**src/hdl/beag_pkg.sv**
```systemverilog
// Shared types, constants and helpers for the broadcast element-wise address generator.
// No dependencies; every other file refers to this package by scoped names.
package beag_pkg;

  localparam int MAX_DIMS  = 4;
  localparam int DIM_BITS  = 16;
  localparam int DATA_BITS = 32;

  localparam int PACKED_W  = 64;
  localparam int COUNT_W   = 64;
  localparam int LANE_W    = (MAX_DIMS > 1) ? $clog2(MAX_DIMS) : 1;
  localparam int ADDR_W    = 2 * DIM_BITS + LANE_W;
  localparam int SPAN_W    = 2 * DIM_BITS;
  localparam int DIMS_W    = 3;
  localparam int OP_W      = 2;
  localparam int CMD_W     = 2;
  localparam int STATUS_W  = 2;
  localparam int CFG_IDX_W = 3;
  localparam int Q_DEPTH   = 2;
  localparam int QP_W      = (Q_DEPTH > 1) ? $clog2(Q_DEPTH) : 1;
  localparam int QC_W      = $clog2(Q_DEPTH + 1);
  localparam int DIV_CNT_W = $clog2(DATA_BITS + 1);

  // configuration register indexes
  localparam logic [CFG_IDX_W-1:0] REG_DIMS_A   = 3'd0;
  localparam logic [CFG_IDX_W-1:0] REG_DIMS_B   = 3'd1;
  localparam logic [CFG_IDX_W-1:0] REG_SHAPE_A  = 3'd2;
  localparam logic [CFG_IDX_W-1:0] REG_SHAPE_B  = 3'd3;
  localparam logic [CFG_IDX_W-1:0] REG_STRIDE_A = 3'd4;
  localparam logic [CFG_IDX_W-1:0] REG_STRIDE_B = 3'd5;
  localparam logic [CFG_IDX_W-1:0] REG_OP       = 3'd6;

  // commands
  localparam logic [CMD_W-1:0] CMD_START   = 2'd0;
  localparam logic [CMD_W-1:0] CMD_STEP    = 2'd1;
  localparam logic [CMD_W-1:0] CMD_COMBINE = 2'd2;

  // arithmetic operations
  localparam logic [OP_W-1:0] OP_ADD = 2'd0;
  localparam logic [OP_W-1:0] OP_SUB = 2'd1;
  localparam logic [OP_W-1:0] OP_MUL = 2'd2;
  localparam logic [OP_W-1:0] OP_DIV = 2'd3;

  // result status
  localparam logic [STATUS_W-1:0] STAT_OK        = 2'd0;
  localparam logic [STATUS_W-1:0] STAT_BAD_SHAPE = 2'd1;
  localparam logic [STATUS_W-1:0] STAT_IDLE      = 2'd2;
  localparam logic [STATUS_W-1:0] STAT_DIV0      = 2'd3;

  typedef struct packed {
    logic [CMD_W-1:0]            cmd;
    logic signed [DATA_BITS-1:0] value_a;
    logic signed [DATA_BITS-1:0] value_b;
  } in_word_t;

  typedef struct packed {
    logic [STATUS_W-1:0]         status;
    logic [COUNT_W-1:0]          element_count;
    logic [COUNT_W-1:0]          element_index;
    logic [ADDR_W-1:0]           address_a;
    logic [ADDR_W-1:0]           address_b;
    logic signed [DATA_BITS-1:0] result_value;
    logic                        last;
  } out_word_t;

  typedef struct packed {
    logic [DIMS_W-1:0]   dims_a;
    logic [DIMS_W-1:0]   dims_b;
    logic [PACKED_W-1:0] shape_a_packed;
    logic [PACKED_W-1:0] shape_b_packed;
    logic [PACKED_W-1:0] stride_a_packed;
    logic [PACKED_W-1:0] stride_b_packed;
    logic [OP_W-1:0]     operation;
  } cfg_t;

  // work class decided at the front
  typedef enum logic [2:0] {
    K_START,
    K_STEP,
    K_ALU,
    K_DIV,
    K_DIV0,
    K_BAD
  } kind_t;

  typedef struct packed {
    kind_t                 kind;
    logic [DATA_BITS-1:0]  value_a;
    logic [DATA_BITS-1:0]  value_b;
  } item_t;

  // one DIM_BITS lane of a packed shape or stride word; lanes past the word read zero
  function automatic logic [DIM_BITS-1:0] lane_of(input logic [PACKED_W-1:0] vec,
                                                  input logic [LANE_W-1:0]   idx);
    return DIM_BITS'(vec >> (idx * DIM_BITS));
  endfunction

endpackage

```
**src/hdl/beag_front.sv**
```systemverilog
// Front end: takes input words, classifies them and holds them in a short queue.
// Depends on beag_pkg.
module beag_front (
  input  logic                        clk,
  input  logic                        rst_n,
  input  logic [beag_pkg::OP_W-1:0]   operation,
  input  logic                        push,
  input  beag_pkg::in_word_t          in_word,
  output logic                        full,
  input  logic                        take,
  output logic                        head_valid,
  output beag_pkg::item_t             head
);

  beag_pkg::item_t               q_r [beag_pkg::Q_DEPTH];
  logic [beag_pkg::QP_W-1:0]     wr_ptr_r, wr_ptr_nxt;
  logic [beag_pkg::QP_W-1:0]     rd_ptr_r, rd_ptr_nxt;
  logic [beag_pkg::QC_W-1:0]     count_r, count_nxt;
  beag_pkg::item_t               cls;
  logic                          wr_en;

  assign full       = (count_r == beag_pkg::QC_W'(beag_pkg::Q_DEPTH));
  assign head_valid = (count_r != '0);
  assign head       = q_r[rd_ptr_r];
  assign wr_en      = push && !full;

  // divide by zero is spotted here so the back end never starts the divider for it
  always_comb begin
    cls.value_a = in_word.value_a;
    cls.value_b = in_word.value_b;
    unique case (in_word.cmd)
      beag_pkg::CMD_START: cls.kind = beag_pkg::K_START;
      beag_pkg::CMD_STEP:  cls.kind = beag_pkg::K_STEP;
      beag_pkg::CMD_COMBINE: begin
        if (operation != beag_pkg::OP_DIV) begin
          cls.kind = beag_pkg::K_ALU;
        end else if (in_word.value_b == '0) begin
          cls.kind = beag_pkg::K_DIV0;
        end else begin
          cls.kind = beag_pkg::K_DIV;
        end
      end
      default: cls.kind = beag_pkg::K_BAD;
    endcase
  end

  always_comb begin
    wr_ptr_nxt = wr_ptr_r;
    rd_ptr_nxt = rd_ptr_r;
    if (wr_en) begin
      wr_ptr_nxt = (wr_ptr_r == beag_pkg::QP_W'(beag_pkg::Q_DEPTH - 1)) ? '0
                                                                        : wr_ptr_r + 1'b1;
    end
    if (take) begin
      rd_ptr_nxt = (rd_ptr_r == beag_pkg::QP_W'(beag_pkg::Q_DEPTH - 1)) ? '0
                                                                        : rd_ptr_r + 1'b1;
    end
    count_nxt = count_r + beag_pkg::QC_W'(wr_en) - beag_pkg::QC_W'(take);
  end

  always_ff @(posedge clk) begin
    if (!rst_n) begin
      wr_ptr_r <= '0;
      rd_ptr_r <= '0;
      count_r  <= '0;
    end else begin
      wr_ptr_r <= wr_ptr_nxt;
      rd_ptr_r <= rd_ptr_nxt;
      count_r  <= count_nxt;
    end
  end

  always_ff @(posedge clk) begin
    if (wr_en) begin
      q_r[wr_ptr_r] <= cls;
    end
  end

  a_take_nonempty: assert property (@(posedge clk) disable iff (!rst_n)
    take |-> (count_r != '0))
    else $error("queue read while empty");

  a_count_bound: assert property (@(posedge clk) disable iff (!rst_n)
    (count_r == beag_pkg::QC_W'(beag_pkg::Q_DEPTH)) && !take |=> count_r == $past(count_r))
    else $error("queue count moved past depth");

endmodule

```
**config.mk**
```make
export PLATFORM = sky130hd
export DESIGN_NAME = beag_front
export DESIGN_NICKNAME = d
export VERILOG_FILES = /design/src/hdl/beag_pkg.sv /design/src/hdl/beag_front.sv
export SDC_FILE = /design/constraint.sdc
export NUM_CORES = 1
export LEC_CHECK = 0
export ABC_CLOCK_PERIOD_IN_PS = 6100
export CAP_MARGIN = 20
export CELL_PAD_IN_SITES_DETAIL_PLACEMENT = 1
export CELL_PAD_IN_SITES_GLOBAL_PLACEMENT = 1
export CORE_ASPECT_RATIO = 2
export CORE_MARGIN = 2
export CORE_UTILIZATION = 52
export CTS_CLUSTER_SIZE = 16
export DETAILED_ROUTE_END_ITERATION = 12
export DONT_BUFFER_PORTS = 1
export PLACE_DENSITY = 0.82
export REMOVE_ABC_BUFFERS = 1
export SYNTH_ARGS = -nofsm -noshare
export SYNTH_HDL_FRONTEND = slang
export SYNTH_SLANG_ARGS = --single-unit
```
**constraint.sdc**
```tcl
create_clock -name clk -period 6.1 [get_ports clk]
set_clock_uncertainty 0.2 [all_clocks]
set_input_delay 1.22 -clock clk [delete_from_list [all_inputs] [get_ports clk]]
set_output_delay 1.22 -clock clk [all_outputs]
set_load 0.02 [all_outputs]
```
# [After elaboration in Yosys (flattened, before gate mapping)]
# Memory sizes are Yosys's and may differ from the RTL's. A register that Yosys moved wholly into a read port is not among the register bits.
# Index checks and enable logic that the tools add are counted.
[totals] mem_count=1 register_bits=4 input_bits=72 mem_bits_rw=134 wordCells=26
[mem_list] memory="q_r" words=2 width=67 read_ports=1 rd_clocked_by_memory_dff=1 write_ports=1 line_no="beag_front.sv:15" rtl="beag_pkg::item_t q_r [beag_pkg::Q_DEPTH];"
[op_classes] mux=9 reduce_logical=5 add_sub_neg=4 n_eq_ne=4
[ops] operator="$logic_not A32 Y1" n=1
[ops] operator="$pmux W3 S3" n=1
[ops] operator="$mux W1" n=6
[ops] operator="$mux W3" n=2
[ops] operator="$eq A2 B2 Y1 const B" n=2
[ops] operator="$add A1 B1 Y1 const B" n=2
[ops] operator="$add A2 B1 Y2" n=1
[ops] operator="$eq A2 B1 Y1 const B" n=1
[ops] operator="$logic_not A2 Y1" n=1
[ops] operator="$ne A2 B2 Y1 const B" n=1
[ops] operator="$reduce_bool A2 Y1" n=1
[ops] operator="$sub A2 B1 Y2" n=1
[ops] operator="$logic_and A1 B1 Y1" n=1
[ops] operator="$logic_not A1 Y1" n=1

# [Longest topological paths before layout]
[logic_depth] word_depth=5 ltp_mapped=8 depth_no_buf=8

# [Least setup slack after synthesis]
# OpenSTA, ideal clock, no wires.
[synth_path] path_type="input port to flip-flop" from="input push" to="memory q_r[0][0] (netlist bit), enable pin" path_buffers=0 cell_stages=2 setup_slack_ps=1294 setup_time_ps=492 arrival_ps=4113 required_ps=5408 path_cell_list="nand2_1 -> nor2_1"
[synth_via] elab_chain_cells=3
[synth_rtl] element="start: declaration" line_no="beag_front.sv:7" rtl="input logic push,"
[synth_rtl] element="$logic_and A1 B1 Y1" line_no="beag_front.sv:25" rtl="assign wr_en = push && !full;"
[synth_rtl] element="$mux W1" line_no="beag_front.sv:74" rtl="if (wr_en) begin"
[synth_rtl] element="$mux W1 (not written as such)" line_no="beag_front.sv:75" rtl="q_r[wr_ptr_r] <= cls;"
[synth_rtl] element="end: declaration" line_no="beag_front.sv:15"
# Every way passes these cells.

==> results.toml <==
[clock_network]
clockBufferDepth = 2
cts_resized = 0
cts_setup_buffers = 0
clock_latency_ns = 0.41
cts_htree_levels = 4
cts.hold.buffers_added = 0
cts_root_buffer = "clkbuf_16"
cts_buffers = 17
cts_tree = "built"
clock_sinks = 139
path_clk_slew_ns = 0.06

[worst_setup_path]
cp_max_fo = 67
path_class = "flip-flop to output pin"
crit_required_ns = 4.68
cp_cell_sequence = "mux2_2"
crit_arrival_ns = 2.00
reg2reg_depth = 5
end_kind = "output pin"
crit_family = "flip-flops"
cpMaxStageDelayCell = "dfxtp_4"
reg2reg_from = "count_r[0]"
worst-path-stages = 1
cp.buffers_inverters = 0
slowest_delay_ns = 1.03
r2r_end = "q_r[0][3]"
regToRegSetupSlack_ns = 3.70
start_kind = "flip-flop"
crit_path_end = "head[11]"

[detailed_routing]
drtIter0Drc = 108
via_per_inst = 5.53
vias = 2272
wirelength_um = 9490
ant_nets = 0
wl_per_cell_um = 23.1
dr.pass1.iters = 6
drc = 0

[place]
gp_routability_congestion = 0.772
port_buffers = 0
dp_hpwl_um = 6290

[sta]
tightest_slew_ns = 1.06
finalHoldViolCount = 0
relSlewSlack = 0.295
final-setup-viol-count = 0
clock.fmax_mhz = 292
period_share = 0.560
rsz0062_at_grt = "false"
setup_tns_ns = 0
period_needed_ns = 3.42
drv_slew = 0

[synth]
synthMuxAreaShare = 0.164
synthXorXnorAreaFrac = 0.00663
syn_avg_cell_area_sq_um = 21.3
yosysWarnings = 0
synth_top_family_by_area = "multiplexers"
netlist_instances = 248
yosysSeqAreaShare = 0.781
synth_cell_type_count = 24
synth_area_sq_mm = 0.00528
synth_compound_area_frac = 0.00450
yosys.area_share.simple = 0.0263
synth_seq_cells = 139
synth-adder-area-share = 0.00474

[die]
die_h_um = 147
die-area_sq_mm = 0.0110
io_pins = 141
core_area_sq_mm = 0.0100
row_count = 52
start_util = 0.527
dieWidth_um = 75.3

[power]
ir_drop_uv = 274
p_per_area_mw_per_mm2 = 449
leakage_nw = 2.06
power_mw = 2.71

[finish]
syn_to_final_growth_pct = 14.5
final_nets = 337
insertedDiodeCount = 0
layout-drive-gt1-share = 0.380

[grt]
grt_antenna_before_repair = 0
track_usage = 0.183
grt_pass1_vias = 2538
grt_max_degree = 68
gr-total-overflow = 0
grt_pass1_wl_um = 13900

[outcome]
status = "finished clean"

[run]
drv_cap = 0

[hold_path]
hold_path_class = "flip-flop to flip-flop"
-- cells by family after synthesis --
group | count (synthesis)
muxes | 67
DFF | 139
adders and majority gates | 2
buffers and inverters | 10
and+or+nand+nor | 23
xor gates and xnor gates | 4
AOI/OAI and AO/OA | 3
-- final cells by class --
cell class	count	area (sq um)
clock buffer	19	433
clock inverter	13	165
fill	889	3970
inverter	3	11.3
multi-input combinational	99	1100
sequential	139	4130
tap	135	169
timing repair buffer	3	42.5
-- cell usage after synthesis, drive strengths merged --
cell type / n / area share
or2: 1 / 0.0012
nor4: 8 / 0.011
o21bai: 1 / 0.0014
o31ai: 1 / 0.0014
nor2: 2 / 0.0014
and2: 5 / 0.0059
a311oi: 1 / 0.0017
xnor2: 3 / 0.0050
and3: 1 / 0.0012
nand2: 2 / 0.0014
nand3: 1 / 0.00095
inv: 3 / 0.0021
nand4: 2 / 0.0024
mux2: 67 / 0.16
xor2: 1 / 0.0017
buf: 7 / 0.011
edfxtp: 134 / 0.76
ha: 2 / 0.0047
dfxtp: 5 / 0.019
nand2b: 1 / 0.0012
-- registers in the layout, summed over array words and instances, names as in the netlist, named ones only --
register,flops
count_r,2
q_r,134
rd_ptr_r,1
wr_ptr_r,1
-- tightest hold or removal path: cells and delay by family (launching register included) --
family,cells,cell delay [ns]
flip-flops,1,0.33
AND/OR/NAND/NOR,1,0.14
XOR/XNOR,1,0.08
-- per-stage QoR --
stage	cell area [sq um]	hold WS [ns]	instances	util	setup slack, ns
detailed placement	5420	0.366	378	0.541	2.71
floorplan	5230	0.355	241	-	1.29
global route	6050	0.422	411	0.604	2.58
global placement	5420	0.358	378	0.541	2.78
finish	6050	0.382	411	0.604	2.68
CTS	6020	0.383	410	0.601	2.66
-- placed cells by master (no fill, tap or decap), drive strengths merged --
master / Yosys / layout
nand2b: 1 / 1
inv: 3 / 6
nand4: 2 / 2
nand3: 1 / 1
nand2: 2 / 2
and2: 5 / 5
ha: 2 / 2
o31ai: 1 / 1
buf: 7 / 3
clkbuf: 0 / 19
mux2: 67 / 67
xnor2: 3 / 3
bufinv: 0 / 3
clkinv: 0 / 6
a311oi: 1 / 1
o21bai: 1 / 1
nor2: 2 / 2
dfxtp: 5 / 5
clkinvlp: 0 / 1
nor4: 8 / 8
and3: 1 / 1
xor2: 1 / 1
edfxtp: 134 / 134
or2: 1 / 1
-- power breakdown --
part | total, mW | switching [mW] | internal, mW
Clock | 1.03 | 0.382 | 0.646
Sequential | 1.28 | 0.0586 | 1.22
Combinational | 0.403 | 0.262 | 0.141
-- worst min-delay path by stage --
stage	from	slack (ns)	cells past startpoint	end
floorplan	rd_ptr_r	0.35	2	flip-flop
global placement	rd_ptr_r	0.36	2	flip-flop
detailed placement	rd_ptr_r	0.37	2	flip-flop
CTS	rd_ptr_r	0.38	2	flip-flop
global route	rd_ptr_r	0.42	2	flip-flop
finish	rd_ptr_r	0.38	2	flip-flop
-- routing by layer --
metal,track usage,part of all wire
met3,0.0780,0.077
met4,0.0956,0.030
met2,0.318,0.58
met1,0.172,0.31
met5,0,0
Note: power is estimated with default switching activity, not from simulation.
