[config.mk]
export PLATFORM = sky130hd
export DESIGN_NAME = beag_cfg
export DESIGN_NICKNAME = d
export VERILOG_FILES = /design/src/hdl/beag_pkg.sv /design/src/hdl/beag_cfg.sv
export SDC_FILE = /design/constraint.sdc
export NUM_CORES = 1
export LEC_CHECK = 0
export ABC_AREA = 1
export BUFFER_PORTS_ARGS = -buffer_cell sky130_fd_sc_hd__buf_4
export CAP_MARGIN = 20
export CORE_MARGIN = 2
export CORE_UTILIZATION = 46
export DETAILED_ROUTE_END_ITERATION = 6
export GPL_TIMING_DRIVEN = 0
export MAX_ROUTING_LAYER = met4
export PLACE_DENSITY = 0.76
export SETUP_SLACK_MARGIN = 0.02
export SYNTH_ARGS = -nofsm -noshare
export SYNTH_HDL_FRONTEND = slang
export SYNTH_SLANG_ARGS = --single-unit
[constraint.sdc]
create_clock -name clk -period 1.1 [get_ports clk]
set_input_delay 0.11 -clock clk [delete_from_list [all_inputs] [get_ports clk]]
set_output_delay 0.11 -clock clk [all_outputs]
set_load 0.02 [all_outputs]
[src/hdl/beag_pkg.sv]
// Shared types, constants and helpers for the broadcast element-wise address generator.
// No dependencies; every other file refers to this package by scoped names.
package beag_pkg;

  localparam int MAX_DIMS  = 4;
  localparam int DIM_BITS  = 16;
  localparam int DATA_BITS = 32;

  localparam int PACKED_W  = 64;
  localparam int COUNT_W   = 64;
  localparam int LANE_W    = (MAX_DIMS > 1) ? $clog2(MAX_DIMS) : 1;
  localparam int ADDR_W    = 2 * DIM_BITS + LANE_W;
  localparam int SPAN_W    = 2 * DIM_BITS;
  localparam int DIMS_W    = 3;
  localparam int OP_W      = 2;
  localparam int CMD_W     = 2;
  localparam int STATUS_W  = 2;
  localparam int CFG_IDX_W = 3;
  localparam int Q_DEPTH   = 2;
  localparam int QP_W      = (Q_DEPTH > 1) ? $clog2(Q_DEPTH) : 1;
  localparam int QC_W      = $clog2(Q_DEPTH + 1);
  localparam int DIV_CNT_W = $clog2(DATA_BITS + 1);

  // configuration register indexes
  localparam logic [CFG_IDX_W-1:0] REG_DIMS_A   = 3'd0;
  localparam logic [CFG_IDX_W-1:0] REG_DIMS_B   = 3'd1;
  localparam logic [CFG_IDX_W-1:0] REG_SHAPE_A  = 3'd2;
  localparam logic [CFG_IDX_W-1:0] REG_SHAPE_B  = 3'd3;
  localparam logic [CFG_IDX_W-1:0] REG_STRIDE_A = 3'd4;
  localparam logic [CFG_IDX_W-1:0] REG_STRIDE_B = 3'd5;
  localparam logic [CFG_IDX_W-1:0] REG_OP       = 3'd6;

  // commands
  localparam logic [CMD_W-1:0] CMD_START   = 2'd0;
  localparam logic [CMD_W-1:0] CMD_STEP    = 2'd1;
  localparam logic [CMD_W-1:0] CMD_COMBINE = 2'd2;

  // arithmetic operations
  localparam logic [OP_W-1:0] OP_ADD = 2'd0;
  localparam logic [OP_W-1:0] OP_SUB = 2'd1;
  localparam logic [OP_W-1:0] OP_MUL = 2'd2;
  localparam logic [OP_W-1:0] OP_DIV = 2'd3;

  // result status
  localparam logic [STATUS_W-1:0] STAT_OK        = 2'd0;
  localparam logic [STATUS_W-1:0] STAT_BAD_SHAPE = 2'd1;
  localparam logic [STATUS_W-1:0] STAT_IDLE      = 2'd2;
  localparam logic [STATUS_W-1:0] STAT_DIV0      = 2'd3;

  typedef struct packed {
    logic [CMD_W-1:0]            cmd;
    logic signed [DATA_BITS-1:0] value_a;
    logic signed [DATA_BITS-1:0] value_b;
  } in_word_t;

  typedef struct packed {
    logic [STATUS_W-1:0]         status;
    logic [COUNT_W-1:0]          element_count;
    logic [COUNT_W-1:0]          element_index;
    logic [ADDR_W-1:0]           address_a;
    logic [ADDR_W-1:0]           address_b;
    logic signed [DATA_BITS-1:0] result_value;
    logic                        last;
  } out_word_t;

  typedef struct packed {
    logic [DIMS_W-1:0]   dims_a;
    logic [DIMS_W-1:0]   dims_b;
    logic [PACKED_W-1:0] shape_a_packed;
    logic [PACKED_W-1:0] shape_b_packed;
    logic [PACKED_W-1:0] stride_a_packed;
    logic [PACKED_W-1:0] stride_b_packed;
    logic [OP_W-1:0]     operation;
  } cfg_t;

  // work class decided at the front
  typedef enum logic [2:0] {
    K_START,
    K_STEP,
    K_ALU,
    K_DIV,
    K_DIV0,
    K_BAD
  } kind_t;

  typedef struct packed {
    kind_t                 kind;
    logic [DATA_BITS-1:0]  value_a;
    logic [DATA_BITS-1:0]  value_b;
  } item_t;

  // one DIM_BITS lane of a packed shape or stride word; lanes past the word read zero
  function automatic logic [DIM_BITS-1:0] lane_of(input logic [PACKED_W-1:0] vec,
                                                  input logic [LANE_W-1:0]   idx);
    return DIM_BITS'(vec >> (idx * DIM_BITS));
  endfunction

endpackage

[src/hdl/beag_cfg.sv]
// Configuration register file: shapes, strides, dimension counts and operation.
// Depends on beag_pkg.
module beag_cfg (
  input  logic                            clk,
  input  logic                            rst_n,
  input  logic                            cfg_valid,
  output logic                            cfg_ready,
  input  logic [beag_pkg::CFG_IDX_W-1:0]  cfg_index,
  input  logic [beag_pkg::PACKED_W-1:0]   cfg_data,
  output beag_pkg::cfg_t                  cfg
);

  beag_pkg::cfg_t cfg_r;
  beag_pkg::cfg_t cfg_nxt;

  assign cfg_ready = 1'b1;
  assign cfg       = cfg_r;

  always_comb begin
    cfg_nxt = cfg_r;
    if (cfg_valid) begin
      unique case (cfg_index)
        beag_pkg::REG_DIMS_A:   cfg_nxt.dims_a          = cfg_data[beag_pkg::DIMS_W-1:0];
        beag_pkg::REG_DIMS_B:   cfg_nxt.dims_b          = cfg_data[beag_pkg::DIMS_W-1:0];
        beag_pkg::REG_SHAPE_A:  cfg_nxt.shape_a_packed  = cfg_data;
        beag_pkg::REG_SHAPE_B:  cfg_nxt.shape_b_packed  = cfg_data;
        beag_pkg::REG_STRIDE_A: cfg_nxt.stride_a_packed = cfg_data;
        beag_pkg::REG_STRIDE_B: cfg_nxt.stride_b_packed = cfg_data;
        beag_pkg::REG_OP:       cfg_nxt.operation       = cfg_data[beag_pkg::OP_W-1:0];
        default:                cfg_nxt                 = cfg_r;
      endcase
    end
  end

  always_ff @(posedge clk) begin
    if (!rst_n) begin
      cfg_r.dims_a          <= beag_pkg::DIMS_W'(1);
      cfg_r.dims_b          <= beag_pkg::DIMS_W'(1);
      cfg_r.shape_a_packed  <= beag_pkg::PACKED_W'(1);
      cfg_r.shape_b_packed  <= beag_pkg::PACKED_W'(1);
      cfg_r.stride_a_packed <= '0;
      cfg_r.stride_b_packed <= '0;
      cfg_r.operation       <= beag_pkg::OP_ADD;
    end else begin
      cfg_r <= cfg_nxt;
    end
  end

endmodule

Word level (Yosys, flattened, before mapping)
Cells that the tools add are included.
{"block": "word_totals", "word_cells": 21, "output_inout_bits": 265, "reg_bits": 264, "inputBits": 70}
{"block": "classes", "reduce_logical": 8, "eq_ne": 6}
{"op": "2-bit AND reduction", "n": 7}
{"op": "3-bit equality test (second input constant)", "n": 3}
{"op": "3-bit by 2-bit equality test with 1-bit output (second input constant)", "n": 2}
{"op": "3-bit by 1-bit equality test with 1-bit output (second input constant)", "n": 1}
{"op": "3-bit logical NOT", "n": 1}

Longest topological paths before layout
Gate-level depths: netlist of run 1.
{"block": "depth", "depth_word": 2, "ltp_mapped": 7, "depth_no_buf": 5}

Least setup slack after synthesis of run 1
OpenSTA, ideal clock, no wires.
{"block": "synth_path", "kind": "input-to-reg", "startpoint": "in cfg_valid", "endpoint": "reg cfg_r, in the netlist cfg[194]", "n_path_buf": 2, "setup_ns": 0.130, "t_arrival_ns": 0.923, "path_slack_ns": 0.047, "required_time_ns": 0.970, "stages": 7, "path_cell_list": "inv_1 > nor2_1 > buf_2 > buf_4 > nand2_1 > nand2_1 > nand3_1"}
{"block": "synth_between", "elab_chain_len": 1}
{"item": "from (decl)", "line": "beag_cfg.sv:6", "rtl": "input logic cfg_valid,"}
{"item": "2-bit AND reduction (no line)"}
{"item": "to (signal assigned)", "line": "beag_cfg.sv:45", "rtl": "cfg_r <= cfg_nxt;"}
{"item": "to (decl)", "line": "beag_cfg.sv:13", "rtl": "beag_pkg::cfg_t cfg_r;"}
No other way between the ends.
A chain may end at the register's enable or synchronous reset.

Worst setup path after layout of run 1
{"block": "layout_path", "startpoint": "reg cfg_r, in the netlist cfg[234]", "endpoint": "out cfg[234] (netlist bit)"}
{"item": "to (decl)", "line": "beag_cfg.sv:10", "rtl": "output beag_pkg::cfg_t cfg"}
No word-level cell between the ends.

==> out/qor.csv, run 1 <==
metric,value,unit
netlist_instances,1516,
clk_pin_slew,0.06,ns
crit_fanout,2,
grt_pass1_wl,61000,µm
avgSynthCellArea,6.88,µm²
ff_latch_area,0.00562,mm²
cts_buffer_depth,3,
synth_area,0.0104,mm²
synth-compound-area-share,0.000480,
ys_warn_count,0,
final_common_cell,nor2_1,
synthMuxAreaShare,0,
multi_input_area,0.00440,mm²
h-tree-depth,1,
gr-total-overflow,0,
rsz0062_at_grt,yes,
start_util,0.465,
clock_sinks,264,
drcViolationCount,0,
cts_buffers,27,
maxCapViolCount,0,
grt_pass1_vias,11400,
peakVddDrop,0.000887,V
root_buffer,clkbuf_16,
largest_reg_flops,264,
antenna_found_initial,1,
gp_congestion,0.885,
die_area,0.0239,mm²
drt-wirelength-per-cell,17.8,µm
antenna_left,0,
path_cells,buf_6,
path_buf_inv,1,
yosysTopAreaCellShare,0.507,
slew-limit-headroom,0.498,
status,"complete, but fails checks",
grt_max_degree,14,
end_kind,output port,
firstDrtPassIters,7,
synth-simple-area-share,0.418,
slew_viol_final,0,
synth_top_family_by_area,simple AND/OR/NAND/NOR gates,
placed_area,0.0133,mm²
syn-num-nets,1586,
synth_top_area_cell,dfxtp_1,
viasPerCell,5.24,
yosysSeqAreaShare,0.507,
violations,setup timing,
clock.fmax,884,MHz
std_cell_rows,55,
final_cell_mix,"524 x nor2_1, 276 x nand2_1, 264 x nand3_1, 264 x buf_6, 262 x dfxtp_2",
cp_slowest_cell,dfxtp_4,
finalClockSkew,0,ns
wirelength,40500,µm
io_pins,335,
cp_top_family,flip-flops,
final_nets,2043,
post-route-min-period,1.13,ns
worst_slew_pin_slew,0.753,ns
slowest_delay,0.36,ns
p_leak,7.66,nW
hp-class,primary input to flip-flop,
track_usage,0.332,
hold_viol_final,0,
ys_types,14,
setup.worst_path.class,flip-flop to output port,
power-per-cell-area,1400,mW/mm²
dp_worst_setup_slack,-0.819,ns
tritoncts,done,
setup_viol,81,
io_buffers,332,
clk_latency,0.53,ns
start_kind,flip-flop,
post-dp-hpwl,25700,µm
drive_above_1_share,0.373,
die_h,155,µm
holdWs,0.0479,ns
num_vias,11900,
worstPathArrival,1.02,ns
layout_setup_ws,-0.0315,ns
fin_crit_sh,1.03,
finalInstanceArea,0.0164,mm²
fillers,1613,
cp.required,0.99,ns
coreArea,0.0224,mm²
synth_fa_ha_area_frac,0,
synthXorXnorAreaFrac,0,
die_w,155,µm
ys_ff_latch,264,
drt-initial-drc-count,997,
syn_to_final_growth,57.4,%
synth_area_leaders,"dfxtp_1 51%, nor2_1 19%, nand3_1 13%, nand2_1 9.9%, inv_1 2.4%",
-- synthesized netlist by cell type --
master    number
nor2_2         3
buf_1         11
buf_4         11
inv_2          3
o21ai_0        1
nand2_1      276
buf_2         47
clkbuf_1      40
nand3_1      264
nor2_1       527
inv_1         67
nor2_4         1
dfxtp_1      264
conb_1         1
-- logic make-up (layout without fill, tap and decap cells) --
family	after synthesis	count (layout)
buffers and inverters	179	656
DFF	264	264
and+or+nand+nor	1071	1071
other	1	2
AOI/OAI and AO/OA	1	1
-- report_power, final --
group | total [mW] | internal [mW] | switching (mW)
clock network | 9.33 | 5.49 | 3.84
registers | 10.2 | 9.96 | 0.263
logic | 3.44 | 1.45 | 1.99
-- per-layer routing --
metal | track usage | wire length [µm] | vias to the layer above
met5 | - | 0 | -
met3 | 0.0555 | 3550 | 165
met2 | 0.542 | 19300 | 695
met4 | 0.192 | 2560 | 0
met1 | 0.388 | 15000 | 5486
li1 | - | - | 5603
-- through the flow --
stage / util / std cells / setup TNS, ns / power, mW
after floorplan: - / 1516 / 0 / 11.9
after global placement: 0.592 / 2133 / -156.67 / 13.1
after detailed placement: 0.592 / 2133 / -159.42 / 13.1
after CTS: 0.724 / 2257 / -2.35 / 22.9
after global routing: 0.732 / 2278 / -6.91 / 23.8
final: 0.732 / 2279 / -0.593 / 23.0
-- final cells by class --
type / instances / area share
clock inverter: 11 / 0.00815
buffer: 109 / 0.0318
antenna: 1 / 0.000152
multi-input combinational: 1073 / 0.268
timing repair buffer: 428 / 0.266
clock buffer: 38 / 0.0461
inverter: 70 / 0.0160
tap: 285 / 0.0217
sequential: 264 / 0.342
-- worst paths after layout --
kind | start | endpoint | slack [ns] | cells past startpoint
setup / recovery | cfg[234] | cfg[234] | -0.03 | 1
hold / removal | cfg_data[1] | cfg[131] | 0.05 | 5
setup reg to reg | cfg[243] | cfg[243] | 0.25 | 4
hold reg to reg | cfg[258] | cfg[258] | 0.48 | 2
-- repair_timing --
item,CTS,global route
hold buffers,63,0
setup endpoints to repair,449,377
resized for setup,536,14
endpoints found under the hold margin,234,0
buffers inserted,12,21
pin swaps,0,1
No activity file was read; power rests on OpenSTA's default activity.
==> inputs of run 2 (changes only) <==
Settings changed: CORE_ASPECT_RATIO set to 1.1, CORE_UTILIZATION 46 to 51, PLACE_DENSITY 0.76 to 0.8, SKIP_LAST_GASP set to 1.
Clock period 1.1 ns to 1.15 ns, I/O delays scaled along.
==> run 2 against run 1 <==
Against the previous run:
- the run now ends clean
- final cell count shrank 3.2%
- first-iteration DRC count grew 3.2%
- register-to-register slack gained 0.18 ns
- sequential share of layout area grew 1.2 points
- clock skew is the same
- wire length shrank 3.4%
- clock-buffer cell count grew 2
- hold slack lost 0.042 ns
- die area shrank 9.5%
- critical path depth grew 6
- combinational power shrank 8.4%
- sequential cell count is the same
- largest cell class unchanged
- largest power group unchanged
==> out/qor.csv, run 2 (same netlist as run 1, synthesis figures left out) <==
metric,value,unit,change
status,"complete, no violations",,"was complete, but fails checks"
diodes,0,,was 1
fin_crit_sh,0.991,,
r2r-start,cfg[211],,was cfg[243]
p_leak,7.39,nW,was 7.66 nW
grt_pass1_wl,57300,µm,was 61000 µm
root_buffer,clkbuf_16,,unchanged
wirelength,39100,µm,was 40500 µm
post-dp-hpwl,25600,µm,was 25700 µm
h-tree-depth,1,,unchanged
timing.rr.end,cfg[211],,was cfg[243]
tns,0,ns,was -0.593 ns
slew-limit-headroom,0.468,,was 0.498
end_kind,flip-flop,,was output port
slew_viol_final,0,,unchanged
antenna_left,0,,unchanged
viasPerCell,5.40,,was 5.24
start_kind,primary input,,was flip-flop
maxCapViolCount,0,,unchanged
track_usage,0.343,,was 0.332
syn_to_final_growth,51.5,%,was 57.4%
ff_latch_area,0.00560,mm²,was 0.00562 mm²
tritoncts,done,,unchanged
rsz0062_at_grt,yes,,unchanged
largest_reg_flops,264,,unchanged
multi_input_area,0.00440,mm²,unchanged
final_nets,2007,,was 2043
power-per-cell-area,1340,mW/mm²,was 1400 mW/mm²
finalInstanceArea,0.0158,mm²,was 0.0164 mm²
comb_power_share,0.149,,about the same
setup.worst_path.class,primary input to flip-flop,,was flip-flop to output port
io_pins,335,,unchanged
fillers,1369,,was 1613
crit_fanout,10,,was 2
hp-class,primary input to flip-flop,,unchanged
start_util,0.523,,was 0.465
clock.fmax,878,MHz,
worst_slew_pin_slew,0.797,ns,was 0.753 ns
rrSetupSlack,0.43,ns,was 0.25 ns
cp.required,1.55,ns,was 0.99 ns
final_cell_mix,"524 x nor2_1, 276 x nand2_1, 264 x nand3_1, 247 x dfxtp_2, 212 x buf_6",,"was 524 x nor2_1, 276 x nand2_1, 264 x nand3_1, 264 x buf_6, 262 x dfxtp_2"
hp-start,cfg_data[52],,was cfg_data[1]
num_vias,11900,,about the same
seq_power_share,0.461,,was 0.445
drcViolationCount,0,,unchanged
power.share.switching,0.265,,about the same
die_w,140,µm,was 155 µm
drt-initial-drc-count,1029,,was 997
finalClockSkew,0,ns,unchanged
clk_latency,0.51,ns,was 0.53 ns
holdWs,0.00606,ns,was 0.0479 ns
die_h,154,µm,was 155 µm
antenna_found_initial,0,,was 1
cts_buffer_depth,3,,unchanged
pwr-share-clk,0.391,,was 0.406
drt-wirelength-per-cell,17.7,µm,was 17.8 µm
coreArea,0.0199,mm²,was 0.0224 mm²
hold_viol_final,0,,unchanged
post-route-min-period,1.14,ns,
gr-total-overflow,0,,unchanged
gp_congestion,0.924,,was 0.885
die_area,0.0216,mm²,was 0.0239 mm²
io_buffers,332,,unchanged
clock_sinks,264,,unchanged
std_cell_rows,54,,was 55
setup_viol,0,,was 81
min_to,cfg[118],,was cfg[131]
peakVddDrop,0.00121,V,was 0.000887 V
clk_pin_slew,0.06,ns,about the same
drive_above_1_share,0.355,,was 0.373
r2r_cells,3,,was 4
internal_power,15.6,mW,was 16.9 mW
cts_buffers,26,,was 27
grt_pass1_vias,10900,,was 11400
firstDrtPassIters,6,,was 7
final_common_cell,nor2_1,,unchanged
worstPathArrival,1.54,ns,was 1.02 ns
placed_area,0.0132,mm²,was 0.0133 mm²
grt_max_degree,14,,unchanged
fin_util,0.793,,was 0.732
hold_path_depth,5,,unchanged
p_switching,5.62,mW,was 6.09 mW
==> run 2: repair_timing <==
| action | 4_1_cts | 5_1_grt |
|---|---|---|
| resized for setup | 321 | 151 |
| endpoints found under the setup margin | 276 | 213 |
| endpoints found under the hold margin | 181 | 0 |
| hold buffers | 56 | 0 |
| buffers inserted | 1 | 4 |
==> run 2: power by group through the flow <==
stage	sequential [mW]	clock, mW	combinational (mW)
3_3_place_gp	9.85	0	2.67
4_1_cts	9.73	8.33	3.00
6_report	9.77	8.29	3.15
5_1_grt	9.80	8.74	3.37
2_1_floorplan	10.2	0	1.20
3_5_place_dp	9.85	0	2.72
==> run 2: cell type report <==
| class | count | share of cell area |
|---|---|---|
| well taps | 252 | 0.0199 |
| flip-flops and latches | 264 | 0.354 |
| repair buffers | 393 | 0.246 |
| clock inverters | 4 | 0.00142 |
| inverters | 70 | 0.0166 |
| clock buffers | 40 | 0.0509 |
| plain buffers | 109 | 0.0324 |
| multi-input cells | 1073 | 0.278 |
==> run 2: critical path, stage by stage <==
cell	delay, ns
buf_4	0.13
nor2_2	0.33
buf_2	0.36
buf_2	0.29
nand3_1	0.13
nand2_1	0.11
nor2_1	0.06
==> run 2: worst max path at each step <==
stage,cells past startpoint,slack (ns),startpoint,end
final,7,0.01,cfg_index[0],cfg[124]
after global routing,7,-0.02,cfg_index[1],cfg[187]
after CTS,1,-0.001,cfg[168],cfg[168]
after detailed placement,7,-0.67,cfg_index[2],cfg[186]
after global placement,7,-0.69,cfg_index[2],cfg[194]
after floorplan,7,0.09,cfg_valid,cfg[194]
==> run 2: metrics by stage <==
stage               setup slack [ns]  instances  power [mW]
floorplan                     0.0919       1516        11.4
finish                        0.0108       2205        21.2
CTS                         -0.00148       2201        21.0
global placement              -0.692       2100        12.5
global route                 -0.0217       2205        21.9
detailed placement            -0.665       2100        12.6
==> run 2: routing by layer <==
metal,global-route usage,part of all wire,vias to the layer above
met3,0.0573,0.092,189
met2,0.553,0.47,719
met5,-,0,-
li1,-,-,5534
met1,0.391,0.36,5476
met4,0.233,0.078,0
==> inputs of run 3 (changes only) <==
Settings changed: CELL_PAD_IN_SITES_DETAIL_PLACEMENT set to 0, CELL_PAD_IN_SITES_GLOBAL_PLACEMENT set to 1, CORE_UTILIZATION 51 to 35, PLACE_DENSITY 0.8 to not set, PLACE_DENSITY_LB_ADDON set to 0.1.
==> run 3 against run 2 <==
Against the previous run:
- fmax is 0.81% lower
- global-route usage is 9.7 points lower
- clock power is 10% higher
- die area is 44% higher
- register-to-register slack hardly changed
- first-iteration DRC count is 50% lower
- sequential cell count stayed put
- critical path type is now flip-flop to output port
- sequential power hardly changed
- sequential share of layout area is 1.0 points lower
- critical endpoint is now cfg[167]
- non-clock buffer count is 8 higher
- wire length is 2.0% lower
- utilization is 24 points lower
==> out/qor.csv, run 3 (same netlist as run 1, synthesis figures left out) <==
metric,value,unit,change
status,"complete, no violations",,unchanged
setup.worst_path.class,flip-flop to output port,,was primary input to flip-flop
coreArea,0.0295,mm²,was 0.0199 mm²
hold_viol_final,0,,unchanged
fin_crit_sh,0.999,,was 0.991
firstDrtPassIters,7,,was 6
clock_sinks,264,,unchanged
viasPerCell,4.70,,was 5.40
std_cell_rows,66,,was 54
die_h,185,µm,was 154 µm
drt-wirelength-per-cell,16.4,µm,was 17.7 µm
final_nets,2018,,was 2007
cts_buffers,29,,was 26
clock.fmax,871,MHz,was 878 MHz
maxCapViolCount,0,,unchanged
cts_buffer_depth,3,,unchanged
power-per-cell-area,1350,mW/mm²,was 1340 mW/mm²
worst_slew_pin_slew,0.917,ns,was 0.797 ns
grt_pass1_wl,58500,µm,was 57300 µm
worstPathArrival,1.03,ns,was 1.54 ns
end_kind,output port,,was flip-flop
peakVddDrop,0.00102,V,was 0.00121 V
die_w,169,µm,was 140 µm
path_cells,buf_6,,"was buf_4, nor2_2, buf_2, buf_2, nand3_1, nand2_1, nor2_1"
finalPower,22.1,mW,was 21.2 mW
clk_latency,0.53,ns,was 0.51 ns
h-tree-depth,1,,unchanged
io_buffers,332,,unchanged
drt-initial-drc-count,519,,was 1029
p_leak,7.51,nW,was 7.39 nW
slew-limit-headroom,0.389,,was 0.468
worstSetupPathDepth,1,,was 7
finalInstanceArea,0.0163,mm²,was 0.0158 mm²
finalClockSkew,0,ns,unchanged
fillers,2865,,was 1369
tritoncts,done,,unchanged
hold_path_depth,5,,unchanged
largest_reg_flops,264,,unchanged
path_buf_inv,1,,was 3
cp_slowest_cell,dfxtp_2,,was buf_2
slew_viol_final,0,,unchanged
final_common_cell,nor2_1,,unchanged
r2r_cells,3,,unchanged
final_cell_mix,"524 x nor2_1, 276 x nand2_1, 264 x nand3_1, 263 x buf_6, 260 x dfxtp_2",,"was 524 x nor2_1, 276 x nand2_1, 264 x nand3_1, 247 x dfxtp_2, 212 x buf_6"
rsz0062_at_grt,yes,,unchanged
num_vias,11000,,was 11900
gp_congestion,0.809,,was 0.924
hp-class,primary input to flip-flop,,unchanged
crit_fanout,2,,was 10
drive_above_1_share,0.363,,was 0.355
grt_pass1_vias,10600,,was 10900
placed_area,0.0134,mm²,was 0.0132 mm²
antenna_left,0,,unchanged
syn_to_final_growth,56.5,%,was 51.5%
die_area,0.0312,mm²,was 0.0216 mm²
drcViolationCount,0,,unchanged
clk_pin_slew,0.06,ns,about the same
cp_top_family,flip-flops,,was buffers and inverters
start_kind,flip-flop,,was primary input
wirelength,38300,µm,was 39100 µm
root_buffer,clkbuf_16,,unchanged
start_util,0.354,,was 0.523
grt_max_degree,14,,unchanged
post-route-min-period,1.15,ns,was 1.14 ns
io_pins,335,,unchanged
cp.required,1.03,ns,was 1.55 ns
track_usage,0.246,,was 0.343
post-dp-hpwl,27400,µm,was 25600 µm
gr-total-overflow,0,,unchanged
slowest_delay,0.37,ns,was 0.36 ns
antenna_found_initial,2,,was 0
setup_viol,0,,unchanged
[run 3: per-layer routing]
metal  routed length, µm  share of wire  GRT usage
met1               17000           0.44      0.311
met2               17500           0.46      0.393
met3                2480          0.065     0.0509
met4                1320          0.034     0.0821
met5                   0              0          -
[run 3: stage by stage]
stage	instances	utilization	setup TNS [ns]	hold WS, ns	worst slack (ns)
floorplan	1516	-	0	0.228	0.0919
global placement	2222	0.454	-147.32	0.356	-0.729
detailed placement	2222	0.454	-149.82	0.369	-0.739
CTS	2332	0.550	-0.0384	0.00108	-0.0190
global route	2341	0.554	-0.214	0.0172	-0.0153
finish	2341	0.554	0	0.0141	0.00150
[run 3: worst paths after layout]
kind	startpoint	end	slack (ns)
max	cfg[167]	cfg[167]	0.001
min	cfg_data[47]	cfg[177]	0.01
max reg2reg	cfg[232]	cfg[232]	0.44
min reg2reg	cfg[261]	cfg[261]	0.48
[run 3: cell type report]
class | count | area (µm²) | area share
clock buffers | 40 | 817 | 0.0500
inverters | 70 | 263 | 0.0161
multi-input cells | 1073 | 4400 | 0.270
well taps | 374 | 468 | 0.0287
diodes | 2 | 5.00 | 0.000306
repair buffers | 401 | 4150 | 0.254
plain buffers | 109 | 512 | 0.0313
flip-flops and latches | 264 | 5620 | 0.344
clock inverters | 8 | 97.6 | 0.00598
[run 3: what timing repair did]
item | CTS | global route
endpoints found under the setup margin | 374 | 265
setup buffers | 2 | 7
hold endpoints to repair | 224 | 0
hold buffers | 60 | 0
pin swaps | 0 | 0
resized for setup | 506 | 30
[run 3: report_power, final]
group	switching, mW	internal (mW)
Sequential	0.238	9.53
Clock	3.80	5.36
Combinational	1.82	1.34
Total	5.85	16.2
